[src/hdl/esc_pkg.sv]
`default_nettype none
// ----------------------------------------------------------------------------
// esc_pkg
// shared widths, divide-by-constant reciprocals and the month start table
// ----------------------------------------------------------------------------
package esc_pkg;

    // field widths
    localparam int SecsW    = 32;
    localparam int YearW    = 12;
    localparam int MonthW   = 4;
    localparam int DomW     = 5;
    localparam int HourW    = 5;
    localparam int MinW     = 6;
    localparam int SecW     = 6;
    localparam int WdayW    = 3;
    localparam int DaysW    = 16;   // whole days since 1970, at most 49710
    localparam int TodW     = 17;   // seconds within the day, below 86400
    localparam int DoyW     = 9;    // day of year, 0..365

    // 86400 = 128 * 675; quotient by 675 as (x * DayRecip) >> DayShift, x < 2**25
    localparam logic [25:0] DayRecip  = 26'd50903317;
    localparam int          DayShift  = 35;
    localparam logic [9:0]  DayOdd    = 10'd675;

    // 3600 = 16 * 225; quotient by 225 as (x * HourRecip) >> 21, x < 5400
    localparam logic [13:0] HourRecip = 14'd9321;
    localparam int          HourShift = 21;
    localparam logic [11:0] SecsHour  = 12'd3600;

    // 60 = 4 * 15; quotient by 15 as (x * MinRecip) >> 14, x < 900
    localparam logic [10:0] MinRecip  = 11'd1093;
    localparam int          MinShift  = 14;
    localparam logic [5:0]  SecsMin   = 6'd60;

    // weekday: quotient by 7 as (x * WeekRecip) >> 19, x < 49715
    localparam logic [16:0] WeekRecip = 17'd74899;
    localparam int          WeekShift = 19;
    localparam logic [2:0]  WeekLen   = 3'd7;
    localparam logic [2:0]  BaseWday  = 3'd4;   // 1970-01-01 was a thursday

    // four-year cycles counted from 1968-01-01, a leap year
    localparam logic [16:0] QuadRecip = 17'd91868;  // (x * QuadRecip) >> 27, x < 50443
    localparam int          QuadShift = 27;
    localparam logic [10:0] QuadLen   = 11'd1461;
    localparam logic [9:0]  DaysTo1970 = 10'd731;
    localparam logic [11:0] QuadBase  = 12'd1968;
    // 2100-03-01 as a day count; a phantom feb 29 is inserted from here on
    localparam logic [15:0] Skip2100  = 16'd47541;
    localparam logic [10:0] QuadY1    = 11'd366;
    localparam logic [10:0] QuadY2    = 11'd731;
    localparam logic [10:0] QuadY3    = 11'd1096;

    localparam logic [MonthW-1:0] MonthsLast = 4'd11;

    // first day of year of month index idx (0 is january)
    function automatic logic [DoyW-1:0] month_start(input logic [MonthW-1:0] idx,
                                                    input logic leap);
        logic [DoyW-1:0] base;
        logic [DoyW-1:0] extra;
        begin
            case (idx)
                4'd0:    base = 9'd0;
                4'd1:    base = 9'd31;
                4'd2:    base = 9'd59;
                4'd3:    base = 9'd90;
                4'd4:    base = 9'd120;
                4'd5:    base = 9'd151;
                4'd6:    base = 9'd181;
                4'd7:    base = 9'd212;
                4'd8:    base = 9'd243;
                4'd9:    base = 9'd273;
                4'd10:   base = 9'd304;
                4'd11:   base = 9'd334;
                default: base = 9'd0;
            endcase
            extra = (leap && (idx >= 4'd2)) ? 9'd1 : 9'd0;
            month_start = base + extra;
        end
    endfunction

endpackage
`default_nettype wire

[src/hdl/esc_tod.sv]
`default_nettype none
// ----------------------------------------------------------------------------
// esc_tod
// splits seconds of the day into hour, minute and second over six stages
// ----------------------------------------------------------------------------
module esc_tod (
    input  wire                       clk,
    input  wire  [esc_pkg::TodW-1:0]  tod,
    output logic [esc_pkg::HourW-1:0] hour,
    output logic [esc_pkg::MinW-1:0]  minute,
    output logic [esc_pkg::SecW-1:0]  second
);
    import esc_pkg::*;

    logic [26:0]       hour_prod;
    logic [HourW-1:0]  hour3_reg, hour3_next;
    logic [TodW-1:0]   tod3_reg;
    logic [11:0]       mod4_reg, mod4_next;
    logic [HourW-1:0]  hour4_reg;
    logic [20:0]       min_prod;
    logic [MinW-1:0]   min5_reg, min5_next;
    logic [11:0]       mod5_reg;
    logic [HourW-1:0]  hour5_reg;
    logic [HourW-1:0]  hour6_reg, hour7_reg, hour8_reg;
    logic [MinW-1:0]   min6_reg, min7_reg, min8_reg;
    logic [SecW-1:0]   sec6_reg, sec6_next, sec7_reg, sec8_reg;
    logic [TodW-1:0]   hour_secs;
    logic [11:0]       min_secs;

    always_comb
    begin
        hour_prod  = 27'(tod[TodW-1:4]) * 27'(HourRecip);
        hour3_next = hour_prod[HourShift +: HourW];
        // up to 23 * 3600, needs the full seconds-of-day width
        hour_secs  = 17'(hour3_reg) * 17'(SecsHour);
        mod4_next  = 12'(tod3_reg - hour_secs);
        min_prod   = 21'(mod4_reg[11:2]) * 21'(MinRecip);
        min5_next  = min_prod[MinShift +: MinW];
        min_secs   = 12'(min5_reg) * 12'(SecsMin);
        sec6_next  = 6'(mod5_reg - min_secs);
    end

    always_ff @(posedge clk)
    begin
        hour3_reg <= hour3_next;
        tod3_reg  <= tod;
        mod4_reg  <= mod4_next;
        hour4_reg <= hour3_reg;
        min5_reg  <= min5_next;
        mod5_reg  <= mod4_reg;
        hour5_reg <= hour4_reg;
        hour6_reg <= hour5_reg;
        min6_reg  <= min5_reg;
        sec6_reg  <= sec6_next;
        // align with the date path
        hour7_reg <= hour6_reg;
        min7_reg  <= min6_reg;
        sec7_reg  <= sec6_reg;
        hour8_reg <= hour7_reg;
        min8_reg  <= min7_reg;
        sec8_reg  <= sec7_reg;
    end

    assign hour   = hour8_reg;
    assign minute = min8_reg;
    assign second = sec8_reg;

endmodule
`default_nettype wire

[src/hdl/esc_date.sv]
`default_nettype none
// ----------------------------------------------------------------------------
// esc_date
// day count to year, month, day of month and weekday over six stages
// ----------------------------------------------------------------------------
module esc_date (
    input  wire                        clk,
    input  wire                        rst_n,
    input  wire                        in_valid,
    input  wire  [esc_pkg::DaysW-1:0]  days,
    output logic                       out_valid,
    output logic [esc_pkg::YearW-1:0]  year,
    output logic [esc_pkg::MonthW-1:0] month,
    output logic [esc_pkg::DomW-1:0]   day_of_month,
    output logic [esc_pkg::WdayW-1:0]  weekday
);
    import esc_pkg::*;

    logic [5:0]        vld_reg;

    // stage 3
    logic [DaysW-1:0]  dpp3_reg, dpp3_next;
    logic [DaysW-1:0]  day4_3_reg, day4_3_next;
    logic [12:0]       wq3_reg, wq3_next;
    logic [31:0]       week_prod;
    // stage 4
    logic [32:0]       quad_prod;
    logic [5:0]        q4_reg, q4_next;
    logic [DaysW-1:0]  dpp4_reg;
    logic [WdayW-1:0]  wd4_reg, wd4_next;
    logic [15:0]       wq_days;
    // stage 5
    logic [5:0]        q5_reg;
    logic [10:0]       r5_reg, r5_next;
    logic [WdayW-1:0]  wd5_reg;
    logic [15:0]       quad_days;
    // stage 6
    logic [YearW-1:0]  year6_reg, year6_next;
    logic [DoyW-1:0]   doy6_reg, doy6_next;
    logic              leap6_reg, leap6_next;
    logic [WdayW-1:0]  wd6_reg;
    logic [1:0]        yofs;
    // stage 7
    logic [MonthW-1:0] mon7_reg, mon7_next;
    logic [YearW-1:0]  year7_reg;
    logic [DoyW-1:0]   doy7_reg;
    logic              leap7_reg;
    logic [WdayW-1:0]  wd7_reg;
    // stage 8
    logic [MonthW-1:0] mon8_reg;
    logic [DomW-1:0]   dom8_reg, dom8_next;
    logic [YearW-1:0]  year8_reg;
    logic [WdayW-1:0]  wd8_reg;

    always_comb
    begin
        // stage 3: shift to the 1968 epoch, skip the missing 2100 leap day
        dpp3_next   = days + 16'(DaysTo1970) + ((days >= Skip2100) ? 16'd1 : 16'd0);
        day4_3_next = days + 16'(BaseWday);
        week_prod   = 32'(day4_3_next) * 32'(WeekRecip);
        wq3_next    = week_prod[WeekShift +: 13];

        // stage 4
        wq_days     = 16'(wq3_reg) * 16'(WeekLen);
        wd4_next    = 3'(day4_3_reg - wq_days);
        quad_prod   = 33'(dpp3_reg) * 33'(QuadRecip);
        q4_next     = quad_prod[QuadShift +: 6];

        // stage 5
        quad_days   = 16'(q4_reg) * 16'(QuadLen);
        r5_next     = 11'(dpp4_reg - quad_days);

        // stage 6: year within the four-year cycle
        if (r5_reg < QuadY1)
        begin
            yofs      = 2'd0;
            doy6_next = r5_reg[DoyW-1:0];
        end
        else if (r5_reg < QuadY2)
        begin
            yofs      = 2'd1;
            doy6_next = 9'(r5_reg - QuadY1);
        end
        else if (r5_reg < QuadY3)
        begin
            yofs      = 2'd2;
            doy6_next = 9'(r5_reg - QuadY2);
        end
        else
        begin
            yofs      = 2'd3;
            doy6_next = 9'(r5_reg - QuadY3);
        end
        leap6_next = (yofs == 2'd0);
        year6_next = QuadBase + {4'd0, q5_reg, 2'b00} + 12'(yofs);

        // stage 7: month index by parallel compares against month starts
        mon7_next = '0;
        for (int m = 1; m <= 11; m++)
        begin
            if (doy6_reg >= month_start(4'(m), leap6_reg))
            begin
                mon7_next = mon7_next + 4'd1;
            end
        end

        // stage 8
        dom8_next = 5'(doy7_reg - month_start(mon7_reg, leap7_reg) + 9'd1);
    end

    always_ff @(posedge clk or negedge rst_n)
    begin
        if (!rst_n)
        begin
            vld_reg <= '0;
        end
        else
        begin
            vld_reg <= {vld_reg[4:0], in_valid};
        end
    end

    always_ff @(posedge clk)
    begin
        dpp3_reg   <= dpp3_next;
        day4_3_reg <= day4_3_next;
        wq3_reg    <= wq3_next;

        q4_reg     <= q4_next;
        dpp4_reg   <= dpp3_reg;
        wd4_reg    <= wd4_next;

        q5_reg     <= q4_reg;
        r5_reg     <= r5_next;
        wd5_reg    <= wd4_reg;

        year6_reg  <= year6_next;
        doy6_reg   <= doy6_next;
        leap6_reg  <= leap6_next;
        wd6_reg    <= wd5_reg;

        mon7_reg   <= mon7_next;
        year7_reg  <= year6_reg;
        doy7_reg   <= doy6_reg;
        leap7_reg  <= leap6_reg;
        wd7_reg    <= wd6_reg;

        mon8_reg   <= mon7_reg + 4'd1;
        dom8_reg   <= dom8_next;
        year8_reg  <= year7_reg;
        wd8_reg    <= wd7_reg;
    end

    assign out_valid    = vld_reg[5];
    assign year         = year8_reg;
    assign month        = mon8_reg;
    assign day_of_month = dom8_reg;
    assign weekday      = wd8_reg;

endmodule
`default_nettype wire

[src/hdl/epoch_seconds_to_calendar.sv]
`default_nettype none
// ----------------------------------------------------------------------------
// epoch_seconds_to_calendar
// unix seconds to gregorian date, time of day and weekday
// ----------------------------------------------------------------------------
// A transaction is taken at every rising edge where start is high; busy is
// always low, so one timestamp can enter each clock. The result appears
// at the pipeline output with done high for exactly one cycle and must be
// captured then: the block has no way to hold it. The pipeline has eight
// stages (two stages split days from seconds of the day, six more resolve
// the four-year cycle, month and day). Valid for every 32-bit input, i.e.
// 1970-01-01 through 2106-02-07; 2100 is handled as a non-leap year. No
// state is kept between transactions.
// ----------------------------------------------------------------------------
module epoch_seconds_to_calendar (
    input  wire                        clk,
    input  wire                        rst_n,
    input  wire                        start,
    output logic                       busy,
    input  wire  [esc_pkg::SecsW-1:0]  epoch_seconds,
    output logic                       done,
    output logic [esc_pkg::YearW-1:0]  year,
    output logic [esc_pkg::MonthW-1:0] month,
    output logic [esc_pkg::DomW-1:0]   day_of_month,
    output logic [esc_pkg::HourW-1:0]  hour,
    output logic [esc_pkg::MinW-1:0]   minute,
    output logic [esc_pkg::SecW-1:0]   second,
    output logic [esc_pkg::WdayW-1:0]  weekday
);
    import esc_pkg::*;

    // stage valid bits
    logic              vld1_reg;
    logic              vld2_reg;

    // stage 1: quotient by 86400 via reciprocal multiply of secs >> 7
    logic [50:0]       day_prod;
    logic [DaysW-1:0]  days1_reg, days1_next;
    logic [SecsW-1:0]  secs1_reg;

    // stage 2: seconds within the day
    logic [24:0]       day_hi;
    logic [24:0]       rem_hi;
    logic [DaysW-1:0]  days2_reg;
    logic [TodW-1:0]   tod2_reg, tod2_next;

    // pipeline never stalls; the receiver takes every result as it comes
    assign busy = 1'b0;

    always_comb
    begin
        day_prod   = 51'(epoch_seconds[SecsW-1:7]) * 51'(DayRecip);
        days1_next = day_prod[DayShift +: DaysW];
        day_hi     = 25'(days1_reg) * 25'(DayOdd);
        rem_hi     = secs1_reg[SecsW-1:7] - day_hi;
        // remainder of the high part stays below 675, low 7 bits pass through
        tod2_next  = {rem_hi[9:0], secs1_reg[6:0]};
    end

    always_ff @(posedge clk or negedge rst_n)
    begin
        if (!rst_n)
        begin
            vld1_reg <= 1'b0;
            vld2_reg <= 1'b0;
        end
        else
        begin
            vld1_reg <= start && !busy;
            vld2_reg <= vld1_reg;
        end
    end

    always_ff @(posedge clk)
    begin
        days1_reg <= days1_next;
        secs1_reg <= epoch_seconds;
        days2_reg <= days1_reg;
        tod2_reg  <= tod2_next;
    end

    // date path: year, month, day and weekday, carries the valid bit
    esc_date u_date (
        .clk          (clk),
        .rst_n        (rst_n),
        .in_valid     (vld2_reg),
        .days         (days2_reg),
        .out_valid    (done),
        .year         (year),
        .month        (month),
        .day_of_month (day_of_month),
        .weekday      (weekday)
    );

    // time path: same depth as the date path
    esc_tod u_tod (
        .clk    (clk),
        .tod    (tod2_reg),
        .hour   (hour),
        .minute (minute),
        .second (second)
    );

endmodule
`default_nettype wire

[config.mk]
export PLATFORM = sky130hd
export DESIGN_NAME = epoch_seconds_to_calendar
export DESIGN_NICKNAME = d
export VERILOG_FILES = /design/src/hdl/esc_pkg.sv /design/src/hdl/esc_tod.sv /design/src/hdl/esc_date.sv /design/src/hdl/epoch_seconds_to_calendar.sv
export SDC_FILE = /design/constraint.sdc
export NUM_CORES = 2
export LEC_CHECK = 0
export ABC_AREA = 1
export BUFFER_PORTS_ARGS = -buffer_cell sky130_fd_sc_hd__buf_2
export CAP_MARGIN = 20
export CORE_MARGIN = 5
export CORE_UTILIZATION = 60
export CTS_CLUSTER_DIAMETER = 60
export CTS_CLUSTER_SIZE = 20
export DETAILED_ROUTE_END_ITERATION = 6
export GPL_ROUTABILITY_DRIVEN = 0
export PLACE_DENSITY = 0.77
export SLEW_MARGIN = 20
export SYNTH_ARGS = -nofsm -noshare
export SYNTH_HDL_FRONTEND = slang
export SYNTH_SLANG_ARGS = --single-unit
[constraint.sdc]
create_clock -name clk -period 8.1 [get_ports clk]
set_input_delay 2.43 -clock clk [delete_from_list [all_inputs] [get_ports clk]]
set_output_delay 2.43 -clock clk [all_outputs]
set_load 0.02 [all_outputs]
==> results.cfg <==
[floorplan]
die_area_sq_mm = 0.0584
die_y_um = 242
ioPinCount = 78
start_util = 0.602
core_sq_mm = 0.0535
die_w_um = 242
fp-row-count = 85

[synthesis]
synthArstFlopShare = 0.0255
synth-seq-cells = 314
synthDistinctLibCells = 48
synthTopCellsByCount = inv_1 (917), ha_1 (728), fa_1 (394)
syn_area_per_cell_sq_um = 9.60
synth_flop_cell = dfxtp_1
netlist_area_sq_mm = 0.0322
yosysSeqAreaShare = 0.196
synth_top_cells_by_area = ha_1 (28%), fa_1 (24%), dfxtp_1 (19%), inv_1 (11%), nand2_1 (3.2%)
synth-edff-count = 0
yosys_warnings = 0
synthCells = 3356
synth_nets = 4513
synth_most_common_cell = inv_1
synth_top_cell_by_area = ha_1
yosysTopAreaCellShare = 0.283

[clock_tree]
clk_pin_slew_worst_paths_ps = 80
h-tree-depth = 1
clock-root-buffer = clkbuf_16
clk_path_buf_depth = 3
clk_latency_ps = 540
cts_tree = yes
numCtsBuffers = 24
cts_sinks = 314
cts.hold.buffers_added = 0

[global_routing]
antenna_found_initial = 0
overflow = 0
grtUsageMet3 = 0.0240
grt_use_total = 0.214
grt_max_degree = 22
first_global_vias = 22900
grtUsageMet2 = 0.390
gr-usage-met1 = 0.262
grt_pass1_wl_um = 105000
grt_busiest_layer = met2

[sta]
fmax_mhz = 129
rsz0062_at_grt = false
timing.final.crit_share = 0.957
skew_ps = 17.0
hold_viol_final = 0
slew_headroom = 0.528
setup_viol = 0
slew_viol_final = 0
post-route-min-period_ps = 7750
worst_pin_slew_ps = 706
setup_ws_ps = 349

[detailed_routing]
drtAntennaViolNets = 0
vias_per_cell = 5.03
vias = 21500
first_pass_iters = 5
drt_iter0_markers = 732
avgRoutedWirePerCell_um = 14.3
routed_wl_um = 61400
drc = 0

[final_layout]
multi_input_area_sq_mm = 0.0224
syn2layout_area_growth_pct = 9.31
n_fill_cell = 4218
layout.nets = 4730
seq_area_sq_mm = 0.00633
drive_above_1_share = 0.0820
fin_util = 0.658
n_antenna_cell = 0

[placement]
pre_cts_ws_ps = -340
dp_hpwl_um = 54000
port_buffers = 76

[worst_setup_path]
startpoint_type = primary input
crit_slowest_cell = fa_1
cp_top_family = adder cells
worstPathArrival_ps = 8230
setup.worst_path.start = epoch_seconds[29]
path_buf_inv = 8
cp_max_fo = 2
critPathKind = primary input to register
slowest_delay_ps = 540
r2r-start = u_date.leap6_reg
worstSetupEndpointType = register
cp.required_ps = 8580

[hold_path]
hp-start = u_date.year6_reg[9]
hold_class = register to register

[outcome]
status = finished, final reports clean

[job]
drv_cap = 0
## cells in the final DEF (no fill, tap or decap), types with 75 or more instances in the layout
| master | netlist | routed |
|---|---|---|
| buf_4 | 4 | 124 |
| ha_1 | 728 | 725 |
| buf_2 | 0 | 76 |
| inv_1 | 917 | 917 |
| fa_1 | 394 | 394 |
| nand3_1 | 80 | 80 |
| a21oi_1 | 134 | 134 |
| dfxtp_1 | 306 | 306 |
| nor2_1 | 116 | 115 |
| xor2_1 | 101 | 101 |
| nand2_1 | 278 | 278 |
| o21ai_0 | 75 | 75 |
## layer usage
metal | vias to the layer above | share of wire
met4 | 0 | 0.041
met3 | 127 | 0.036
met1 | 10200 | 0.43
met5 | - | 0
li1 | 10800 | -
met2 | 373 | 0.50
## final timing paths
check / endpoint / slack [ps] / cells past startpoint
max: days1_reg[13] / 350 / 27
max reg2reg: register / 1050 / 48
min: u_date.year7_reg[9] / 320 / 0
min reg2reg: u_date.year7_reg[9] / 320 / 0
max in group asynchronous: u_date.vld_reg[1] / 6230 / 1
min in group asynchronous: u_date.vld_reg[5] / 1710 / 1
## area by class of cell
class,count,share of cell area
Multi-Input combinational cell,2111,0.637
Sequential cell,314,0.180
Inverter,922,0.0983
Timing Repair Buffer,200,0.0372
Tap cell,696,0.0247
Clock buffer,27,0.0183
Clock inverter,10,0.00430
## cells by family after synthesis
logic type	Yosys count	share of synthesized area
AOI/OAI and AO/OA	274	0.0481
buffers and inverters	931	0.109
adders and majority gates	1122	0.528
DFF	314	0.196
xor gates and xnor gates	150	0.0408
other	1	0.000116
and+or+nand+nor	563	0.0773
muxes	1	0.000350
## per-stage QoR
step                      TNS [ps]  hold WS (ps)  cells  instance area [sq um]
after floorplan                  0           310   3356                  32200
after global placement        -637           310   4243                  34400
after detailed placement      -978           312   4243                  34400
after CTS                        0           325   4280                  35200
after global routing             0           334   4280                  35200
final                            0           323   4280                  35200
## timing repair
| action | in CTS | in global routing |
|---|---|---|
| setup endpoints to repair | 0 | 1 |
| gates resized for setup | 0 | 6 |
| buffers inserted | 0 | 0 |
Power is left out: the tool's default activity adds up to more than one toggle a clock period on the data nets, which glitch-free logic cannot reach.
